File: src/design/sync_frame_checksum_deframer_top_macros.svh
// assertion macros shared by the deframer rtl
// expects a clock named clk and a synchronous reset named rst in scope
`ifndef SYNC_FRAME_CHECKSUM_DEFRAMER_TOP_MACROS_SVH
`define SYNC_FRAME_CHECKSUM_DEFRAMER_TOP_MACROS_SVH

// same-cycle implication
`define SFCD_ASSERT_NOW(label, ante, cons, msg) \
  label: assert property (@(posedge clk) disable iff (rst) (ante) |-> (cons)) \
    else $error(msg);

// next-cycle implication
`define SFCD_ASSERT_NEXT(label, ante, cons, msg) \
  label: assert property (@(posedge clk) disable iff (rst) (ante) |=> (cons)) \
    else $error(msg);

`endif

File: src/design/sfcd_pkg.sv
// shared constants and helpers for the sync frame checksum deframer
// no dependencies
`timescale 1ns / 1ps
`default_nettype none

package sfcd_pkg;

  localparam int unsigned PAYLOAD_BYTES = 13;
  localparam int unsigned BYTE_W        = 8;
  localparam int unsigned INDEX_W       = 4;
  localparam int unsigned SUM_W         = 7;
  localparam int unsigned CNT_W         = (PAYLOAD_BYTES > 1) ? $clog2(PAYLOAD_BYTES) : 1;

  localparam logic [BYTE_W-1:0] SYNC_FIRST  = 8'hFE;
  localparam logic [BYTE_W-1:0] SYNC_SECOND = 8'hFD;
  localparam logic [SUM_W-1:0]  SUM_MODULUS = 7'd127;

  localparam logic [CNT_W-1:0]  CNT_LAST    = CNT_W'(PAYLOAD_BYTES - 1);

  // low bits of the byte position, zero extended when the counter is narrow
  function automatic logic [INDEX_W-1:0] to_index(input logic [CNT_W-1:0] cnt);
    logic [CNT_W+INDEX_W-1:0] wide;
    wide = {{INDEX_W{1'b0}}, cnt};
    return wide[INDEX_W-1:0];
  endfunction

  // (sum + b) mod 127, using 128 = 1 mod 127 to fold the top bits back in
  function automatic logic [SUM_W-1:0] sum_add(input logic [SUM_W-1:0] sum,
                                               input logic [BYTE_W-1:0] b);
    logic [BYTE_W:0]  raw;
    logic [SUM_W:0]   fold;
    raw  = {2'b00, sum} + {1'b0, b};
    fold = {1'b0, raw[SUM_W-1:0]} + {{(SUM_W-1){1'b0}}, raw[BYTE_W:SUM_W]};
    if (fold >= {1'b0, SUM_MODULUS}) begin
      fold = fold - {1'b0, SUM_MODULUS};
    end
    return fold[SUM_W-1:0];
  endfunction

endpackage

`default_nettype wire

File: src/design/sfcd_cell.sv
// one byte cell of the payload shift chain
// depends on sfcd_pkg
`timescale 1ns / 1ps
`default_nettype none

module sfcd_cell
  import sfcd_pkg::*;
(
  input  wire logic              clk,
  input  wire logic              shift,
  input  wire logic [BYTE_W-1:0] d,
  output logic      [BYTE_W-1:0] q
);

  // take the neighbor's byte on every shift
  always_ff @(posedge clk) begin
    if (shift) begin
      q <= d;
    end
  end

endmodule

`default_nettype wire

File: src/design/sfcd_chain.sv
// row of byte cells holding the payload; bytes enter at the head and
// leave at the tail in arrival order. depends on sfcd_pkg, sfcd_cell
`timescale 1ns / 1ps
`default_nettype none

module sfcd_chain
  import sfcd_pkg::*;
(
  input  wire logic              clk,
  input  wire logic              shift,
  input  wire logic [BYTE_W-1:0] head,
  output logic      [BYTE_W-1:0] tail
);

  logic [BYTE_W-1:0] link [PAYLOAD_BYTES+1];

  assign link[0] = head;
  assign tail    = link[PAYLOAD_BYTES];

  // cells pass bytes toward the tail together
  for (genvar i = 0; i < PAYLOAD_BYTES; i++) begin : g_cell
    sfcd_cell u_cell (
      .clk   (clk),
      .shift (shift),
      .d     (link[i]),
      .q     (link[i+1])
    );
  end

endmodule

`default_nettype wire

File: src/design/sync_frame_checksum_deframer_top.sv
// Sync frame checksum deframer.
// Input channel: one received byte per beat on rx_byte (in_valid/in_ready).
// The block hunts for 0xFE, then needs 0xFD (otherwise that byte is dropped
// and hunting restarts), then takes PAYLOAD_BYTES payload bytes into a chain
// of byte cells while summing them modulo 127, then takes the checksum byte.
// Output channel (out_valid/out_ready): on a checksum match the payload is
// sent as PAYLOAD_BYTES beats with payload_index and last_of_frame on the
// final one; on a mismatch one beat with checksum_bad = 1, byte and index 0.
// Throughput: one input beat per cycle while framing. The first result beat
// is valid the cycle after the checksum beat; the burst then moves one beat
// per cycle while out_ready is high, set by the cell chain shifting one
// place per accepted beat. in_ready is low while results are pending, so
// a frame's results are all sent before the next input byte is taken.
// If the receiver stalls, the current beat holds and no input is taken.
// Reset (rst, synchronous) returns the block to hunting with no pending
// results; the payload cells are not cleared and need no clearing time.
// depends on sfcd_pkg, sfcd_chain, sfcd_cell and the macro header
`timescale 1ns / 1ps
`default_nettype none

`include "sync_frame_checksum_deframer_top_macros.svh"

module sync_frame_checksum_deframer_top
  import sfcd_pkg::*;
(
  input  wire logic               clk,
  input  wire logic               rst,
  input  wire logic               in_valid,
  output logic                    in_ready,
  input  wire logic [BYTE_W-1:0]  rx_byte,
  output logic                    out_valid,
  input  wire logic               out_ready,
  output logic      [BYTE_W-1:0]  payload_byte,
  output logic      [INDEX_W-1:0] payload_index,
  output logic                    last_of_frame,
  output logic                    checksum_bad
);

  typedef enum logic [2:0] {
    ST_HUNT,
    ST_SYNC2,
    ST_PAYLOAD,
    ST_CHECK,
    ST_EMIT,
    ST_ERR
  } state_t;

  state_t            state;
  logic [CNT_W-1:0]  cnt;
  logic [SUM_W-1:0]  sum;

  logic              in_beat;
  logic              out_beat;
  logic              shift;
  logic [BYTE_W-1:0] tail;

  // handshakes
  assign in_ready  = (state != ST_EMIT) && (state != ST_ERR);
  assign out_valid = (state == ST_EMIT) || (state == ST_ERR);
  assign in_beat   = in_valid && in_ready;
  assign out_beat  = out_valid && out_ready;

  // chain moves on each stored payload byte and each sent result beat
  assign shift = (in_beat && (state == ST_PAYLOAD)) || (out_beat && (state == ST_EMIT));

  sfcd_chain u_chain (
    .clk   (clk),
    .shift (shift),
    .head  (rx_byte),
    .tail  (tail)
  );

  // result fields
  assign checksum_bad  = (state == ST_ERR);
  assign payload_byte  = checksum_bad ? '0 : tail;
  assign payload_index = checksum_bad ? '0 : to_index(cnt);
  assign last_of_frame = checksum_bad || (cnt == CNT_LAST);

  // framing state, byte counter and running sum
  always_ff @(posedge clk) begin
    if (rst) begin
      state <= ST_HUNT;
      cnt   <= '0;
      sum   <= '0;
    end else begin
      case (state)
        ST_HUNT: begin
          if (in_beat && (rx_byte == SYNC_FIRST)) begin
            state <= ST_SYNC2;
          end
        end
        ST_SYNC2: begin
          if (in_beat) begin
            cnt   <= '0;
            sum   <= '0;
            state <= (rx_byte == SYNC_SECOND) ? ST_PAYLOAD : ST_HUNT;
          end
        end
        ST_PAYLOAD: begin
          if (in_beat) begin
            sum <= sum_add(sum, rx_byte);
            if (cnt == CNT_LAST) begin
              cnt   <= '0;
              state <= ST_CHECK;
            end else begin
              cnt <= cnt + 1'b1;
            end
          end
        end
        ST_CHECK: begin
          if (in_beat) begin
            cnt   <= '0;
            sum   <= '0;
            state <= (rx_byte == {1'b0, sum}) ? ST_EMIT : ST_ERR;
          end
        end
        ST_EMIT: begin
          if (out_beat) begin
            if (cnt == CNT_LAST) begin
              cnt   <= '0;
              state <= ST_HUNT;
            end else begin
              cnt <= cnt + 1'b1;
            end
          end
        end
        ST_ERR: begin
          if (out_beat) begin
            state <= ST_HUNT;
          end
        end
        default: begin
          state <= ST_HUNT;
          cnt   <= '0;
          sum   <= '0;
        end
      endcase
    end
  end

  // checks
  `SFCD_ASSERT_NOW(a_no_overlap, in_ready, !out_valid, "input taken while results pending")
  `SFCD_ASSERT_NOW(a_err_beat, checksum_bad, last_of_frame && (payload_index == '0) && (payload_byte == '0), "error beat fields wrong")
  `SFCD_ASSERT_NEXT(a_back_to_hunt, out_beat && last_of_frame, (state == ST_HUNT) && in_ready, "no return to hunting after frame")
  `SFCD_ASSERT_NEXT(a_payload_end, in_beat && (state == ST_PAYLOAD) && (cnt == CNT_LAST), state == ST_CHECK, "checksum phase not entered")

endmodule

`default_nettype wire

File: config.mk
export PLATFORM = sky130hd
export DESIGN_NAME = sync_frame_checksum_deframer_top
export DESIGN_NICKNAME = d
export VERILOG_FILES = /design/src/design/sfcd_pkg.sv /design/src/design/sfcd_cell.sv /design/src/design/sfcd_chain.sv /design/src/design/sync_frame_checksum_deframer_top.sv
export VERILOG_INCLUDE_DIRS = /design/src /design/src/design
export SDC_FILE = /design/constraint.sdc
export NUM_CORES = 1
export LEC_CHECK = 0
export BUFFER_PORTS_ARGS = -buffer_cell sky130_fd_sc_hd__buf_2
export CAP_MARGIN = 10
export CORE_ASPECT_RATIO = 0.75
export CORE_MARGIN = 1
export CORE_UTILIZATION = 40
export CTS_CLUSTER_DIAMETER = 50
export DETAILED_ROUTE_END_ITERATION = 12
export GPL_TIMING_DRIVEN = 0
export PLACE_DENSITY = 0.63
export SKIP_LAST_GASP = 1
export SLEW_MARGIN = 5
export SYNTH_ARGS = -nofsm -noshare
export SYNTH_HDL_FRONTEND = slang
export SYNTH_HIERARCHICAL = 1
export SYNTH_SLANG_ARGS = --single-unit
File: constraint.sdc
create_clock -name clk -period 10 [get_ports clk]
set_clock_uncertainty 0.05 [all_clocks]
set_input_delay 1 -clock clk [delete_from_list [all_inputs] [get_ports clk]]
set_output_delay 1 -clock clk [all_outputs]
set_load 0.1 [all_outputs]
### Yosys cells after proc, flatten, opt, wreduce, memory -nomap -nowiden

Cells that the tools add are included.

* register bits: 118
* bits of input ports: 12
* output and inout bits: 16
* word-level logic and storage cells: 81

* $add $sub $neg: 4
* order comparisons: 1
* eq/ne operators: 20
* muxes and demuxes: 22
* bitwise gates (word level): 2
* reduce and logical (&&, ||, !) cells: 16

Operator list (number)
* 3-bit two-way mux: 8
* 7-bit two-way mux: 3
* 7-bit case mux with 3 select lines: 1
* 4-bit two-way mux: 5
* 3-bit case mux with 6 select lines: 1
* 8-bit equality test (second input constant): 2
* 4-bit case mux with 4 select lines: 1
* 2-bit != test (second input constant): 5
* 7-bit by 8-bit adder with 9-bit output: 1
* 7-bit by 2-bit adder with 8-bit output: 1
* 8-bit by 7-bit equality test with 1-bit output: 1
* 8-bit by 7-bit greater-or-equal comparator with 1-bit output (second input constant): 1
* 8-bit two-way mux: 1
* 2-bit by 1-bit != test with 1-bit output (second input constant): 4
* 8-bit AND reduction: 1
* 7-bit subtractor (second input constant): 1
* 3-bit by 2-bit equality test with 1-bit output (second input constant): 2
* 3-bit equality test (second input constant): 2
* 1-bit logical AND: 6
* 3-bit != test (second input constant): 2
* 4-bit by 1-bit adder with 4-bit output (second input constant): 1
* 4-bit equality test (second input constant): 1
* 4-bit AND reduction: 1
* 2-bit OR reduction: 2
* 8 further kinds: 11

### Longest topological paths before layout

Gate-level depths: netlist of run 1.

* depth in word-level cells: 6
* depth in mapped cells: 16
* depth with buffers taken out: 15

### Hierarchy

The synthesis of run 1 kept the hierarchy.

By module, submodules not included
* sfcd_cell: times used 13, cells an instance 8, area an instance 240.2 sq um
* sync_frame_checksum_deframer_top: times used 1, cells an instance 206, area an instance 1539.0 sq um

### Worst setup path after synthesis of run 1

Ideal clock, no wire load.

* path kind: register to register
* start point: register state[2]
* end point: register u_chain.g_cell[0].u_cell.q[0], enable pin
* setup time: 568 ps
* data arrival time: 6651 ps
* data required time: 9382 ps
* path slack: 2731 ps
* stages on the path, launching flop included: 5
* cell sequence: dfxtp_1 > clkbuf_1 > nor2b_1 > a21oi_1 > nor2_1

* longest elaborated chain between the ends: 5
* elaborated cells on any way between the ends: 12

Ends and longest elaborated chain
* start, declared: line sync_frame_checksum_deframer_top.sv:48 `state_t state;`
* start signal, assigned: line sync_frame_checksum_deframer_top.sv:96 `state <= (rx_byte == SYNC_SECOND) ? ST_PAYLOAD : ST_HUNT;`
* start signal, assigned: line sync_frame_checksum_deframer_top.sv:114 `state <= (rx_byte == {1'b0, sum}) ? ST_EMIT : ST_ERR;`
* 3-bit equality test: line sync_frame_checksum_deframer_top.sv:59 `assign out_valid = (state == ST_EMIT) || (state == ST_ERR);`
* 1-bit logical OR (*): line sync_frame_checksum_deframer_top.sv:59
* via out_valid: line sync_frame_checksum_deframer_top.sv:31 `output logic out_valid,`
* 1-bit logical AND (*): line sync_frame_checksum_deframer_top.sv:61 `assign out_beat = out_valid && out_ready;`
* 1-bit logical AND (*): line sync_frame_checksum_deframer_top.sv:64 `assign shift = (in_beat && (state == ST_PAYLOAD)) || (out_beat && (state == ST_EMIT));`
* 1-bit logical OR (*): line sync_frame_checksum_deframer_top.sv:64
* via shift: line sync_frame_checksum_deframer_top.sv:54 `logic shift;`
* end signal, assigned: line sfcd_cell.sv:18 `q <= d;`
* end, declared: line sfcd_cell.sv:12 `output logic [BYTE_W-1:0] q`

The timed path passes the listed nets; every way through them passes the cells marked *.
A chain may end at the register's enable or synchronous reset.

### Worst setup path after layout of run 1

* start point: input rx_byte[1]
* end point: register sum[0]

* longest elaborated chain between the ends: 6
* elaborated cells on any way between the ends: 7

Ends and longest elaborated chain
* start, declared: line sync_frame_checksum_deframer_top.sv:30 `input wire logic [BYTE_W-1:0] rx_byte,`
* 7-bit by 8-bit adder with 9-bit output (*): line sfcd_pkg.sv:32 `raw = {2'b00, sum} + {1'b0, b};`
* 7-bit by 2-bit adder with 8-bit output (*): line sfcd_pkg.sv:33 `fold = {1'b0, raw[SUM_W-1:0]} + {{(SUM_W-1){1'b0}}, raw[BYTE_W:SUM_W]};`
* 7-bit subtractor / 8-bit by 7-bit greater-or-equal comparator with 1-bit output (equally long branches): line sfcd_pkg.sv:35, sfcd_pkg.sv:34
* 7-bit two-way mux (*): line sfcd_pkg.sv:34 `if (fold >= {1'b0, SUM_MODULUS}) begin`
* 7-bit two-way mux (*): line sync_frame_checksum_deframer_top.sv:100 `if (in_beat) begin`
* 7-bit case mux with 3 select lines (*): line sync_frame_checksum_deframer_top.sv:86 `case (state)`
* end signal, assigned: line sync_frame_checksum_deframer_top.sv:101 `sum <= sum_add(sum, rx_byte);`
* end, declared: line sync_frame_checksum_deframer_top.sv:50 `logic [SUM_W-1:0] sum;`

Every way passes the cells marked *; elsewhere a longest branch is shown, timed or not. The select of a mux whose other input is x is not followed.

==> results by group, run 1 <==
Clocking
  • CTS resizes: 0
  • Postcts setup bufs: 0
  • Maximum clock insertion buffer count: 2
  • Clock transition at path regs: 50 ps
  • Clk sinks: 118
  • Hold_buf cts: 0
  • Skew-Pair Late Insertion Delay: 410 ps
  • Cts bufs inserted: 17
  • CTS tree: built
  • Root Driver: clkbuf_16
  • H-tree levels: 4

Worst setup path
  • Crit path top cell by count: ha_1
  • Critical path peak fanout: 6
  • Required @ worst endpoint: 10290 ps
  • Crit path kind: in -> reg
  • CP peak stage delay: 570 ps
  • CP startpoint kind: input pin
  • Critical Path End Type: register
  • CP Cell Sequence: buf_2, ha_1, a211oi_2, or2_1, buf_6, a21oi_1, o21a_1, nor2_1, xnor2_1, ha_1, fa_1, ha_1, nand2_1, o31ai_1, nand4_1, or4_1, nand3_1
  • Reg2reg start: sum[0]
  • Slowest cell on the critical path: fa_1
  • WP data arrival: 4540 ps
  • Crit. Startpoint: rx_byte[1]

Placement
  • # port buffers: 26
  • DP HPWL: 5.238 mm
  • Final GP Congestion: 0.7946

Yosys
  • Synth warnings: 6
  • FF+latch count, synth: 118
  • Syn nets: 336
  • Synth Area in Simple Gates: 0.1060
  • Largest family of logic cells by synthesized area: simple AND/OR/NAND/NOR gates
  • Yosys top cell by area: edfxtp_1
  • Top cells by area, synth: edfxtp_1 (67%), dfxtp_1 (6.0%), ha_1 (3.2%)
  • Post-synth top cells: edfxtp_1 (104), nor2_1 (20), nand2_1 (18)
  • Synth Area in XOR/XNOR: 0.02389
  • Syn Area/Cell: 15.04 µm²
  • Post-synth cell types: 49
  • Multiplexer share of the synthesized area: 0.002147
  • Most numerous cell in the Yosys netlist: edfxtp_1
  • Post-synth ARST share: 0
  • Mapped cell area: 4662 µm²
  • Share of the synthesized area in the top cell type: 0.6699
  • Primary FF master, synth: edfxtp_1
  • Seq/Total Area, Yosys: 0.7300
  • Number of flops mapped to enable cells by yosys: 104
  • Cells after Synth: 310
  • Synth Area in Compound Gates: 0.07783
  • Synth Area in Adders: 0.04079

STA
  • Worst-margin pin slew: 871.2 ps
  • Rel. slew slack: 0.4144
  • Fmax: 0.2358 GHz
  • Sum Neg Setup Slack: 0 ps
  • Final slew viol count: 0
  • Finish-stage setup viols: 0
  • Period Utilization, post-route: 0.4241
  • Fin. Hold Viols: 0
  • Min Tclk post-route: 4241 ps
  • Worst Hold Margin: 358.6 ps
  • RSZ-0062 raised after global routing: false

GRT
  • GRT met2 Usage: 0.2178
  • Met3 GRT Util: 0.05612
  • First-pass GRT wire length: 12.61 mm
  • Vias in the first global route: 2525
  • Pin count of the biggest net entering global routing: 28
  • Grt peak-use layer: met2
  • Met1 usage: 0.1793
  • Total grt overflow: 0
  • Antenna violations before repair: 0
  • Total GRT Usage: 0.1424

Min path
  • Hold Path Class: reg -> reg
  • Hold_sp: u_chain/g_cell[9].u_cell/q[5]

Route
  • Iteration-0 DRC Markers: 207
  • TritonRoute pass-1 iters: 4
  • Vias per cell: 5.115
  • # DRC: 0
  • Routed via count: 2614
  • DRT Wirelength: 7.710 mm
  • Final antenna-violating net count: 0
  • Routed len/inst: 15.09 µm

Floorplanning
  • Die Height: 95.50 µm
  • Initial Util: 0.4182
  • Die Area: 12100 µm²
  • Count of boundary I/O pins: 28
  • Number of placement rows: 33
  • Die Width: 126.7 µm
  • Core box area: 11150 µm²

Pwr
  • Switch Pwr: 0.2218 mW
  • Maximum VDD drop: 0.1196 mV
  • Pwr dens: 204.1 nW/µm²
  • Cell Int Power: 0.9285 mW
  • Sw frac: 0.1928
  • Clock power share: 0.518
  • Comb power frac: 0.022
  • Leakage: 1.949 nW
  • Flop pwr share: 0.460
  • Tot Pwr: 1.150 mW

Layout
  • Layout area overhead: 20.91%
  • Post-layout util: 0.5056
  • Share of cells above drive strength 1: 0.1833
  • Reg area: 3403 µm²
  • Filler cell count in the final layout: 940
  • Number of diodes: 0
  • Layout Nets: 384
  • Multi-input gate area: 1182 µm²

Outcome
  • Outcome: complete, no violations

Flow run
  • Max Cap Viol: 0
final timing paths:
check                                   end  slack, ps  depth (start not counted)
max                                  sum[0]       5760                         17
min          u_chain/g_cell[10].u_cell/q[5]        360                          0
max reg2reg                          sum[2]       6140                         14
min reg2reg  u_chain/g_cell[10].u_cell/q[5]        360                          0
layout by cell type, fill, tap and decap left out, drive strengths merged, types with 2 or more instances in the layout:
master,count
a32oi,2
nand3,9
inv,16
and4,2
nor2,20
bufinv,3
buf,30
nor3,7
xnor2,9
a21o,3
o211ai,3
o31ai,2
ha,12
o21a,2
nor2b,4
edfxtp,104
nor4,5
and2,15
nand2,18
o21ai,9
nand4,7
a21oi,14
clkinv,7
clkbuf,26
a32o,3
nand2b,2
dfxtp,14
fa,2
a21boi,2
kinds of logic after synthesis:
family,Yosys count
DFF,118
and+or+nand+nor,94
AOI/OAI and AO/OA,50
buffers and inverters,22
adders and majority gates,14
xor gates and xnor gates,11
muxes,1
area by class of cell:
class	count	share of cell area
tap	140	0.03108
sequential	118	0.6038
multi-input combinational	170	0.2098
clock inverter	13	0.02752
clock buffer	19	0.07680
buffer	8	0.006659
timing repair buffer	29	0.03507
inverter	14	0.009323
power by group through the flow:
stage	clock (mW)	sequential (mW)	combinational, mW
final	0.596	0.529	0.0252
after CTS	0.611	0.529	0.0248
after global placement	0	0.539	0.0240
after detailed placement	0	0.539	0.0247
after floorplan	0	0.539	0.0160
after global routing	0.633	0.529	0.0282
metrics by stage:
step           cells  setup slack [ps]  cell area (µm²)
3_3_place_gp     476              2228             4967
3_5_place_dp     479              5356             5042
5_1_grt          511              5458             5637
6_report         511              5759             5637
4_1_cts          511              5788             5630
2_1_floorplan    310              2731             4662
flip-flops by register name, indices dropped and copies added (netlist names):
signal	flops
u_chain/g_cell.u_cell/q	104
cnt	4
sum	7
state	3
per-layer routing:
| metal | up-vias | routed length [µm] |
|---|---|---|
| met5 | - | 0 |
| met4 | 0 | 118 |
| met3 | 13 | 365 |
| met2 | 61 | 3481 |
| met1 | 1267 | 3744 |
| li1 | 1273 | - |
critical path: cells and delay by family:
| family | cells | cell delay (ps) |
|---|---|---|
| AOI/OAI and AO/OA | 4 | 690 |
| xor gates and xnor gates | 1 | 80 |
| adders and majority gates | 4 | 1330 |
| buffers and inverters | 2 | 260 |
| and+or+nand+nor | 6 | 1180 |
Note: power is estimated with default switching activity, not from simulation.
==> run 2, diff against run 1 <==
--- a/config.mk
+++ b/config.mk
@@ -14,7 +14,7 @@
 export CTS_CLUSTER_DIAMETER = 50
 export DETAILED_ROUTE_END_ITERATION = 12
 export GPL_TIMING_DRIVEN = 0
-export PLACE_DENSITY = 0.63
+export PLACE_DENSITY = 0.65
 export SKIP_LAST_GASP = 1
 export SLEW_MARGIN = 5
 export SYNTH_ARGS = -nofsm -noshare
==> constraint.sdc (replaced) <==
create_clock -name clk -period 3.83 [get_ports clk]
set_clock_uncertainty 0.05 [all_clocks]
set_input_delay 0.383 -clock clk [delete_from_list [all_inputs] [get_ports clk]]
set_output_delay 0.383 -clock clk [all_outputs]
set_load 0.1 [all_outputs]
==> run 2 against run 1 <==
Compared with the run above:
- first-iteration DRC count down 19%
- register-to-register slack worse by 6100 ps
- hold slack lost 210 ps
- flip-flop and latch count did not move
- non-clock buffer count increased by 1
- critical path depth stayed put
- utilization rose by 0.58 points
- wire length down 2.5%
- critical endpoint is now sum[3]
- largest cell class unchanged
- largest power group unchanged
- highest routed layer unchanged
==> results by group, run 2 (synthesized netlist as in run 1, its figures left out) <==
Worst setup path
  • Critical R2R Capture: sum[3] (was sum[2])
  • Crit path kind: reg -> reg (was in -> reg)
  • Required @ worst endpoint: 4060 ps (was 10290 ps)
  • CP Buf/Inv Count: 2 (unchanged)
  • Slowest cell on the critical path: fa_2 (was fa_1)
  • Critical path peak fanout: 6 (unchanged)
  • CP Cell Sequence: ha_4, o21ai_2, or2_1, buf_6, a21oi_2, o21a_1, nor2_2, xnor2_1, ha_1, fa_2, ha_2, nand2_1, o31ai_2, nand4_1, buf_4, nor4_1, nor3_1 (was buf_2, ha_1, a211oi_2, or2_1, buf_6, a21oi_1, o21a_1, nor2_1, xnor2_1, ha_1, fa_1, ha_1, nand2_1, o31ai_1, nand4_1, or4_1, nand3_1)
  • Cell depth of the worst flop-to-flop path: 17 (was 14)
  • Critical Path End Type: register (unchanged)
  • Setup crit end: sum[3] (was sum[0])
  • Total stage count of the critical path: 17 (unchanged)
  • WP data arrival: 4030 ps (was 4540 ps)
  • Crit. Startpoint: sum[2] (was rx_byte[1])
  • Worst R2R Setup Slack: 20 ps (was 6140 ps)
  • CP top delay family: adder cells (unchanged)
  • Reg2reg start: sum[2] (was sum[0])
  • CP startpoint kind: register (was input pin)
  • CP peak stage delay: 580 ps (was 570 ps)

Clocking
  • Maximum clock insertion buffer count: 2 (unchanged)
  • Clk sinks: 118 (unchanged)
  • Clock transition at path regs: 50 ps (about the same)
  • Root Driver: clkbuf_16 (unchanged)
  • H-tree levels: 4 (unchanged)
  • CTS tree: built (unchanged)
  • Cts bufs inserted: 17 (unchanged)
  • Skew-Pair Late Insertion Delay: 400 ps (was 410 ps)

Pwr
  • Maximum VDD drop: 0.3124 mV (was 0.1196 mV)
  • Comb power frac: 0.024 (was 0.022)
  • Switch Pwr: 0.5493 mW (was 0.2218 mW)
  • Clock power share: 0.510 (was 0.518)
  • Pwr dens: 520.6 nW/µm² (was 204.1 nW/µm²)
  • Flop pwr share: 0.466 (was 0.460)
  • Sw frac: 0.1850 (was 0.1928)
  • Cell Int Power: 2.419 mW (was 0.9285 mW)
  • Leakage: 1.951 nW (was 1.949 nW)

Layout
  • Most frequent cells in the layout: edfxtp_1 (104), buf_2 (26), nor2_1 (18), nand2_1 (18), clkbuf_16 (17) (was edfxtp_1 (104), buf_2 (26), nor2_1 (19))
  • Layout Nets: 385 (was 384)
  • Max reg flops: 104 (unchanged)
  • Share of cells above drive strength 1: 0.2135 (was 0.1833)
  • Top Registers: u_chain/g_cell.u_cell/q x104, sum x7, cnt x4 (unchanged)
  • Most flop-heavy register: u_chain/g_cell.u_cell/q (unchanged)
  • Post-layout util: 0.5114 (was 0.5056)
  • Number of diodes: 0 (unchanged)
  • Most common cell after layout, fill and taps aside: edfxtp_1 (unchanged)
  • Layout area overhead: 22.30% (was 20.91%)
  • Filler cell count in the final layout: 934 (was 940)

Route
  • Routed len/inst: 14.73 µm (was 15.09 µm)
  • DRT Wirelength: 7.514 mm (was 7.710 mm)
  • Final antenna-violating net count: 0 (unchanged)
  • TritonRoute pass-1 iters: 4 (unchanged)
  • # DRC: 0 (unchanged)
  • Iteration-0 DRC Markers: 167 (was 207)
  • Vias per cell: 5.159 (was 5.115)
  • Routed via count: 2631 (was 2614)

STA
  • Worst Hold Margin: 150.6 ps (was 358.6 ps)
  • Fin. Hold Viols: 0 (unchanged)
  • Final slew viol count: 0 (unchanged)
  • Fmax: 0.2627 GHz
  • Period Utilization, post-route: 0.9938
  • Rel. slew slack: 0.4623 (was 0.4144)
  • Min Tclk post-route: 3806 ps
  • Finish-stage setup viols: 0 (unchanged)
  • Worst-margin pin slew: 799.9 ps (was 871.2 ps)
  • Sum Neg Setup Slack: 0 ps (unchanged)

GRT
  • Vias in the first global route: 2506 (was 2525)
  • Antenna violations before repair: 0 (unchanged)
  • Pin count of the biggest net entering global routing: 35 (was 28)
  • Total GRT Usage: 0.1358 (was 0.1424)
  • First-pass GRT wire length: 12.05 mm (was 12.61 mm)
  • Total grt overflow: 0 (unchanged)

Flow run
  • Max Cap Viol: 0 (unchanged)

Placement
  • Final GP Congestion: 0.8466 (was 0.7946)
  • # port buffers: 26 (unchanged)
  • DP HPWL: 4.940 mm (was 5.238 mm)

Floorplanning
  • Initial Util: 0.4182 (unchanged)
  • Die Area: 12100 µm² (unchanged)
  • Die Width: 126.7 µm (unchanged)
  • Die Height: 95.50 µm (unchanged)
  • Core box area: 11150 µm² (unchanged)
  • Count of boundary I/O pins: 28 (unchanged)
  • Number of placement rows: 33 (unchanged)

Min path
  • Hold Path Class: in -> reg (was reg -> reg)

Outcome
  • Outcome: complete, no violations (unchanged)
## run 2: cell count changes in the layout (fill, tap and decap cells not counted), sizes merged
| cell | previous run | this run |
|---|---|---|
| inv | 16 | 15 |
| clkinvlp | 1 | 0 |
| buf | 30 | 32 |
| clkinv | 7 | 6 |
## run 2: layout make-up
| cell class | instances | area [µm²] | share of cell area |
|---|---|---|---|
| tap | 140 | 175.2 | 0.03072 |
| clock buffer | 20 | 436.7 | 0.07659 |
| multi-input combinational | 170 | 1255 | 0.2201 |
| inverter | 14 | 52.55 | 0.009217 |
| buffer | 7 | 33.78 | 0.005925 |
| timing repair buffer | 31 | 212.7 | 0.03731 |
| sequential | 118 | 3405 | 0.5971 |
| clock inverter | 10 | 131.4 | 0.02304 |
## run 2: power groups by stage
stage               logic (mW)  clock network [mW]  registers [mW]
floorplan               0.0418                   0            1.41
global placement        0.0608                   0            1.41
detailed placement      0.0630                   0            1.41
CTS                     0.0635                1.56            1.38
global route            0.0776                1.62            1.38
finish                  0.0716                1.51            1.38
## run 2: through the flow
step	std cells	worst slack (ps)	instance area, µm²	total power [mW]
after floorplan	310	354.9	4677	1.449
after global placement	476	-78.81	4982	1.468
after detailed placement	479	-127.7	5050	1.470
after CTS	509	62.18	5618	3.002
after global routing	510	-49.75	5702	3.073
final	510	23.73	5702	2.968
## run 2: worst min path at each step
stage | from | endpoint | slack [ps] | cells after the start
6_report | rx_byte[6] | u_chain/g_cell[0].u_cell/q[6] | 150 | 1
5_1_grt | rx_byte[4] | u_chain/g_cell[0].u_cell/q[4] | 140 | 1
4_1_cts | rx_byte[4] | u_chain/g_cell[0].u_cell/q[4] | 140 | 1
3_5_place_dp | u_chain/g_cell[9].u_cell/q[4] | u_chain/g_cell[10].u_cell/q[4] | 350 | 0
3_3_place_gp | u_chain/g_cell[1].u_cell/q[6] | u_chain/g_cell[2].u_cell/q[6] | 350 | 0
2_1_floorplan | u_chain/g_cell[9].u_cell/q[0] | u_chain/g_cell[10].u_cell/q[0] | 350 | 0
## run 2: what timing repair did
action | in CTS | in global routing
buffers inserted | 0 | 2
gates resized for setup | 0 | 13
setup endpoints to repair | 0 | 7
hold buffers | 0 | 0
## run 2: routing by layer
metal	vias to the layer above	GRT usage	share of wire
met4	0	0.06944	0.0084
met5	-	0	0
met1	1287	0.1802	0.49
met3	6	0.05499	0.049
li1	1273	-	-
met2	65	0.1924	0.45
## run 2: worst register-to-register path, stage by stage (launching register included)
cell and delay [ps]:
dfxtp_1 360, ha_4 340, o21ai_2 80, or2_1 210, buf_6 140, a21oi_2 150
o21a_1 140, nor2_2 40, xnor2_1 120, ha_1 230, fa_2 580, ha_2 220
nand2_1 100, o31ai_2 90, nand4_1 220, buf_4 200, nor4_1 330, nor3_1 90
==> run 3, diff against run 2 <==
--- a/config.mk
+++ b/config.mk
@@ -10,11 +10,11 @@
 export CAP_MARGIN = 10
 export CORE_ASPECT_RATIO = 0.75
 export CORE_MARGIN = 1
-export CORE_UTILIZATION = 40
+export CORE_UTILIZATION = 54
 export CTS_CLUSTER_DIAMETER = 50
 export DETAILED_ROUTE_END_ITERATION = 12
 export GPL_TIMING_DRIVEN = 0
-export PLACE_DENSITY = 0.65
+export PLACE_DENSITY = 0.82
 export SKIP_LAST_GASP = 1
 export SLEW_MARGIN = 5
 export SYNTH_ARGS = -nofsm -noshare
==> run 3 against run 2 <==
Compared with the run above:
- wire length grew 2.3%
- clock-buffer cell count is the same
- flip-flop and latch count is the same
- critical endpoint is now sum[0]
- highest routed layer unchanged
==> results by group, run 3 (synthesized netlist as in run 1, its figures left out) <==
STA
  • Rel. slew slack: 0.4560 (was 0.4623)
  • Sum Neg Setup Slack: 0 ps (unchanged)
  • Fin. Hold Viols: 0 (unchanged)
  • Worst Hold Margin: 147.7 ps (was 150.6 ps)
  • Min Tclk post-route: 3672 ps (was 3806 ps)
  • Period Utilization, post-route: 0.9588 (was 0.9938)
  • Final worst slack: 157.9 ps (was 23.73 ps)
  • Finish-stage setup viols: 0 (unchanged)
  • Worst-margin pin slew: 808.5 ps (was 799.9 ps)
  • Final slew viol count: 0 (unchanged)
  • Fmax: 0.2723 GHz (was 0.2627 GHz)

Clocking
  • CTS tree: built (unchanged)
  • Skew-Pair Late Insertion Delay: 400 ps (about the same)
  • Clock transition at path regs: 50 ps (about the same)
  • Cts bufs inserted: 17 (unchanged)
  • Maximum clock insertion buffer count: 2 (unchanged)
  • Root Driver: clkbuf_16 (unchanged)
  • Clk sinks: 118 (unchanged)
  • H-tree levels: 4 (unchanged)

Route
  • Highest routed layer: met4 (unchanged)
  • Met1 WL: 3.552 mm (was 3.712 mm)
  • Iteration-0 DRC Markers: 156 (was 167)
  • Routed via count: 2649 (was 2631)
  • Final antenna-violating net count: 0 (unchanged)
  • Routed wire length on met3: 422 µm (was 369 µm)
  • # DRC: 0 (unchanged)
  • Metal2 WL: 3.643 mm (was 3.369 mm)
  • TritonRoute pass-1 iters: 4 (unchanged)
  • DRT Wirelength: 7.689 mm (was 7.514 mm)
  • Routed len/inst: 15.99 µm (was 14.73 µm)
  • Vias per cell: 5.507 (was 5.159)

Pwr
  • Maximum VDD drop: 0.5535 mV (was 0.3124 mV)
  • Tot Pwr: 2.950 mW (was 2.968 mW)
  • Leakage: 1.951 nW (about the same)
  • Pwr dens: 518.2 nW/µm² (was 520.6 nW/µm²)

Layout
  • Top Registers: u_chain/g_cell.u_cell/q x104, sum x7, cnt x4 (unchanged)
  • Layout Nets: 389 (was 385)
  • Most frequent cells in the layout: edfxtp_1 (104), buf_2 (27), nor2_1 (18), nand2_1 (18), clkbuf_16 (17) (was edfxtp_1 (104), buf_2 (26), nor2_1 (18), nand2_1 (18), clkbuf_16 (17))
  • Post-layout util: 0.7004 (was 0.5114)
  • Layout area overhead: 22.11% (was 22.30%)
  • Most flop-heavy register: u_chain/g_cell.u_cell/q (unchanged)
  • Post-Layout Cell Count: 481 (was 510)
  • Share of cells above drive strength 1: 0.2314 (was 0.2135)
  • Final Cell Area: 5693 µm² (was 5702 µm²)
  • Number of diodes: 0 (unchanged)
  • Most common cell after layout, fill and taps aside: edfxtp_1 (unchanged)
  • Max reg flops: 104 (unchanged)

Worst setup path
  • CP Buf/Inv Count: 1 (was 2)
  • WP data arrival: 3960 ps (was 4030 ps)
  • CP Cell Sequence: ha_4, a211oi_4, or2_1, buf_6, a21oi_2, o21a_1, nor2_2, xnor2_1, ha_2, fa_2, ha_4, nand2_1, o31ai_2, nand4_1, or4_1, nand3_1 (was ha_4, o21ai_2, or2_1, buf_6, a21oi_2, o21a_1, nor2_2, xnor2_1, ha_1, fa_2, ha_2, nand2_1, o31ai_2, nand4_1, buf_4, nor4_1, nor3_1)
  • Crit. Startpoint: sum[1] (was sum[2])
  • Slowest cell on the critical path: fa_2 (unchanged)
  • Required @ worst endpoint: 4120 ps (was 4060 ps)
  • Crit path kind: reg -> reg (unchanged)
  • Worst R2R Setup Slack: 160 ps (was 20 ps)
  • Critical Path End Type: register (unchanged)
  • Reg2reg start: sum[1] (was sum[2])
  • CP startpoint kind: register (unchanged)
  • CP peak stage delay: 600 ps (was 580 ps)
  • Crit path top cell by count: ha_4
  • CP top delay family: simple AND/OR/NAND/NOR gates (was adder cells)
  • Critical path peak fanout: 6 (unchanged)

Floorplanning
  • Core box area: 8128 µm² (was 11150 µm²)
  • Count of boundary I/O pins: 28 (unchanged)
  • Die Height: 82.47 µm (was 95.50 µm)
  • Initial Util: 0.5736 (was 0.4182)
  • Number of placement rows: 28 (was 33)
  • Die Area: 9013 µm² (was 12100 µm²)
  • Die Width: 109.3 µm (was 126.7 µm)

Placement
  • # port buffers: 26 (unchanged)
  • Cells after DPL: 445 (was 479)
  • Place WS: -211.3 ps (was -127.7 ps)
  • Final GP Congestion: 0.8313 (was 0.8466)
  • Placed standard-cell area: 5004 µm² (was 5050 µm²)
  • DP HPWL: 4.948 mm (was 4.940 mm)

Min path
  • Hold Path Class: in -> reg (unchanged)
  • Hold_sp: rx_byte[5] (was rx_byte[6])

Outcome
  • Outcome: complete, no violations (unchanged)

GRT
  • Vias in the first global route: 2519 (was 2506)
  • Antenna violations before repair: 0 (unchanged)
  • Total GRT Usage: 0.1923 (was 0.1358)
  • First-pass GRT wire length: 12.24 mm (was 12.05 mm)
  • Total grt overflow: 0 (unchanged)
  • Pin count of the biggest net entering global routing: 37 (was 35)

Flow run
  • Max Cap Viol: 0 (unchanged)
-- run 3: power breakdown --
group	internal, mW	switching [mW]	total [mW]
clock	0.954	0.539	1.49
sequential	1.38	0.0000516	1.38
combinational	0.0320	0.0441	0.0760
total	2.37	0.583	2.95
-- run 3: timing repair --
action	in CTS	in global routing
endpoints found under the setup margin	1	7
resized for setup	0	18
pin swaps	1	6
setup buffers	0	5
hold endpoints to repair	0	0
hold buffers	0	0
-- run 3: worst paths after layout --
check,to,depth (start not counted)
worst min-delay path,u_chain/g_cell[0].u_cell/q[5],1
worst max-delay path,sum[0],16
worst max register to register,sum[0],16
worst min register to register,u_chain/g_cell[8].u_cell/q[3],0
-- run 3: area by class of cell --
type,count,area [µm²]
clock inverters,12,130.1
plain buffers,7,33.78
multi-input cells,170,1267
well taps,105,131.4
flip-flops and latches,118,3408
repair buffers,35,232.7
clock buffers,20,436.7
fillers,502,2435
inverters,14,52.55
-- run 3: layer usage --
layer | global-route usage | up-vias
met5 | 0 | -
met4 | 0.08400 | 0
met3 | 0.08085 | 8
met2 | 0.2881 | 78
met1 | 0.2468 | 1280
li1 | - | 1283
-- run 3: worst register-to-register path, cell delays in order, from the launching register on --
cell and delay [ps]:
dfxtp_4 360, ha_4 230, a211oi_4 270, or2_1 150
buf_6 130, a21oi_2 60, o21a_1 180, nor2_2 110
xnor2_1 80, ha_2 200, fa_2 600, ha_4 160
nand2_1 80, o31ai_2 70, nand4_1 210, or4_1 560
nand3_1 100
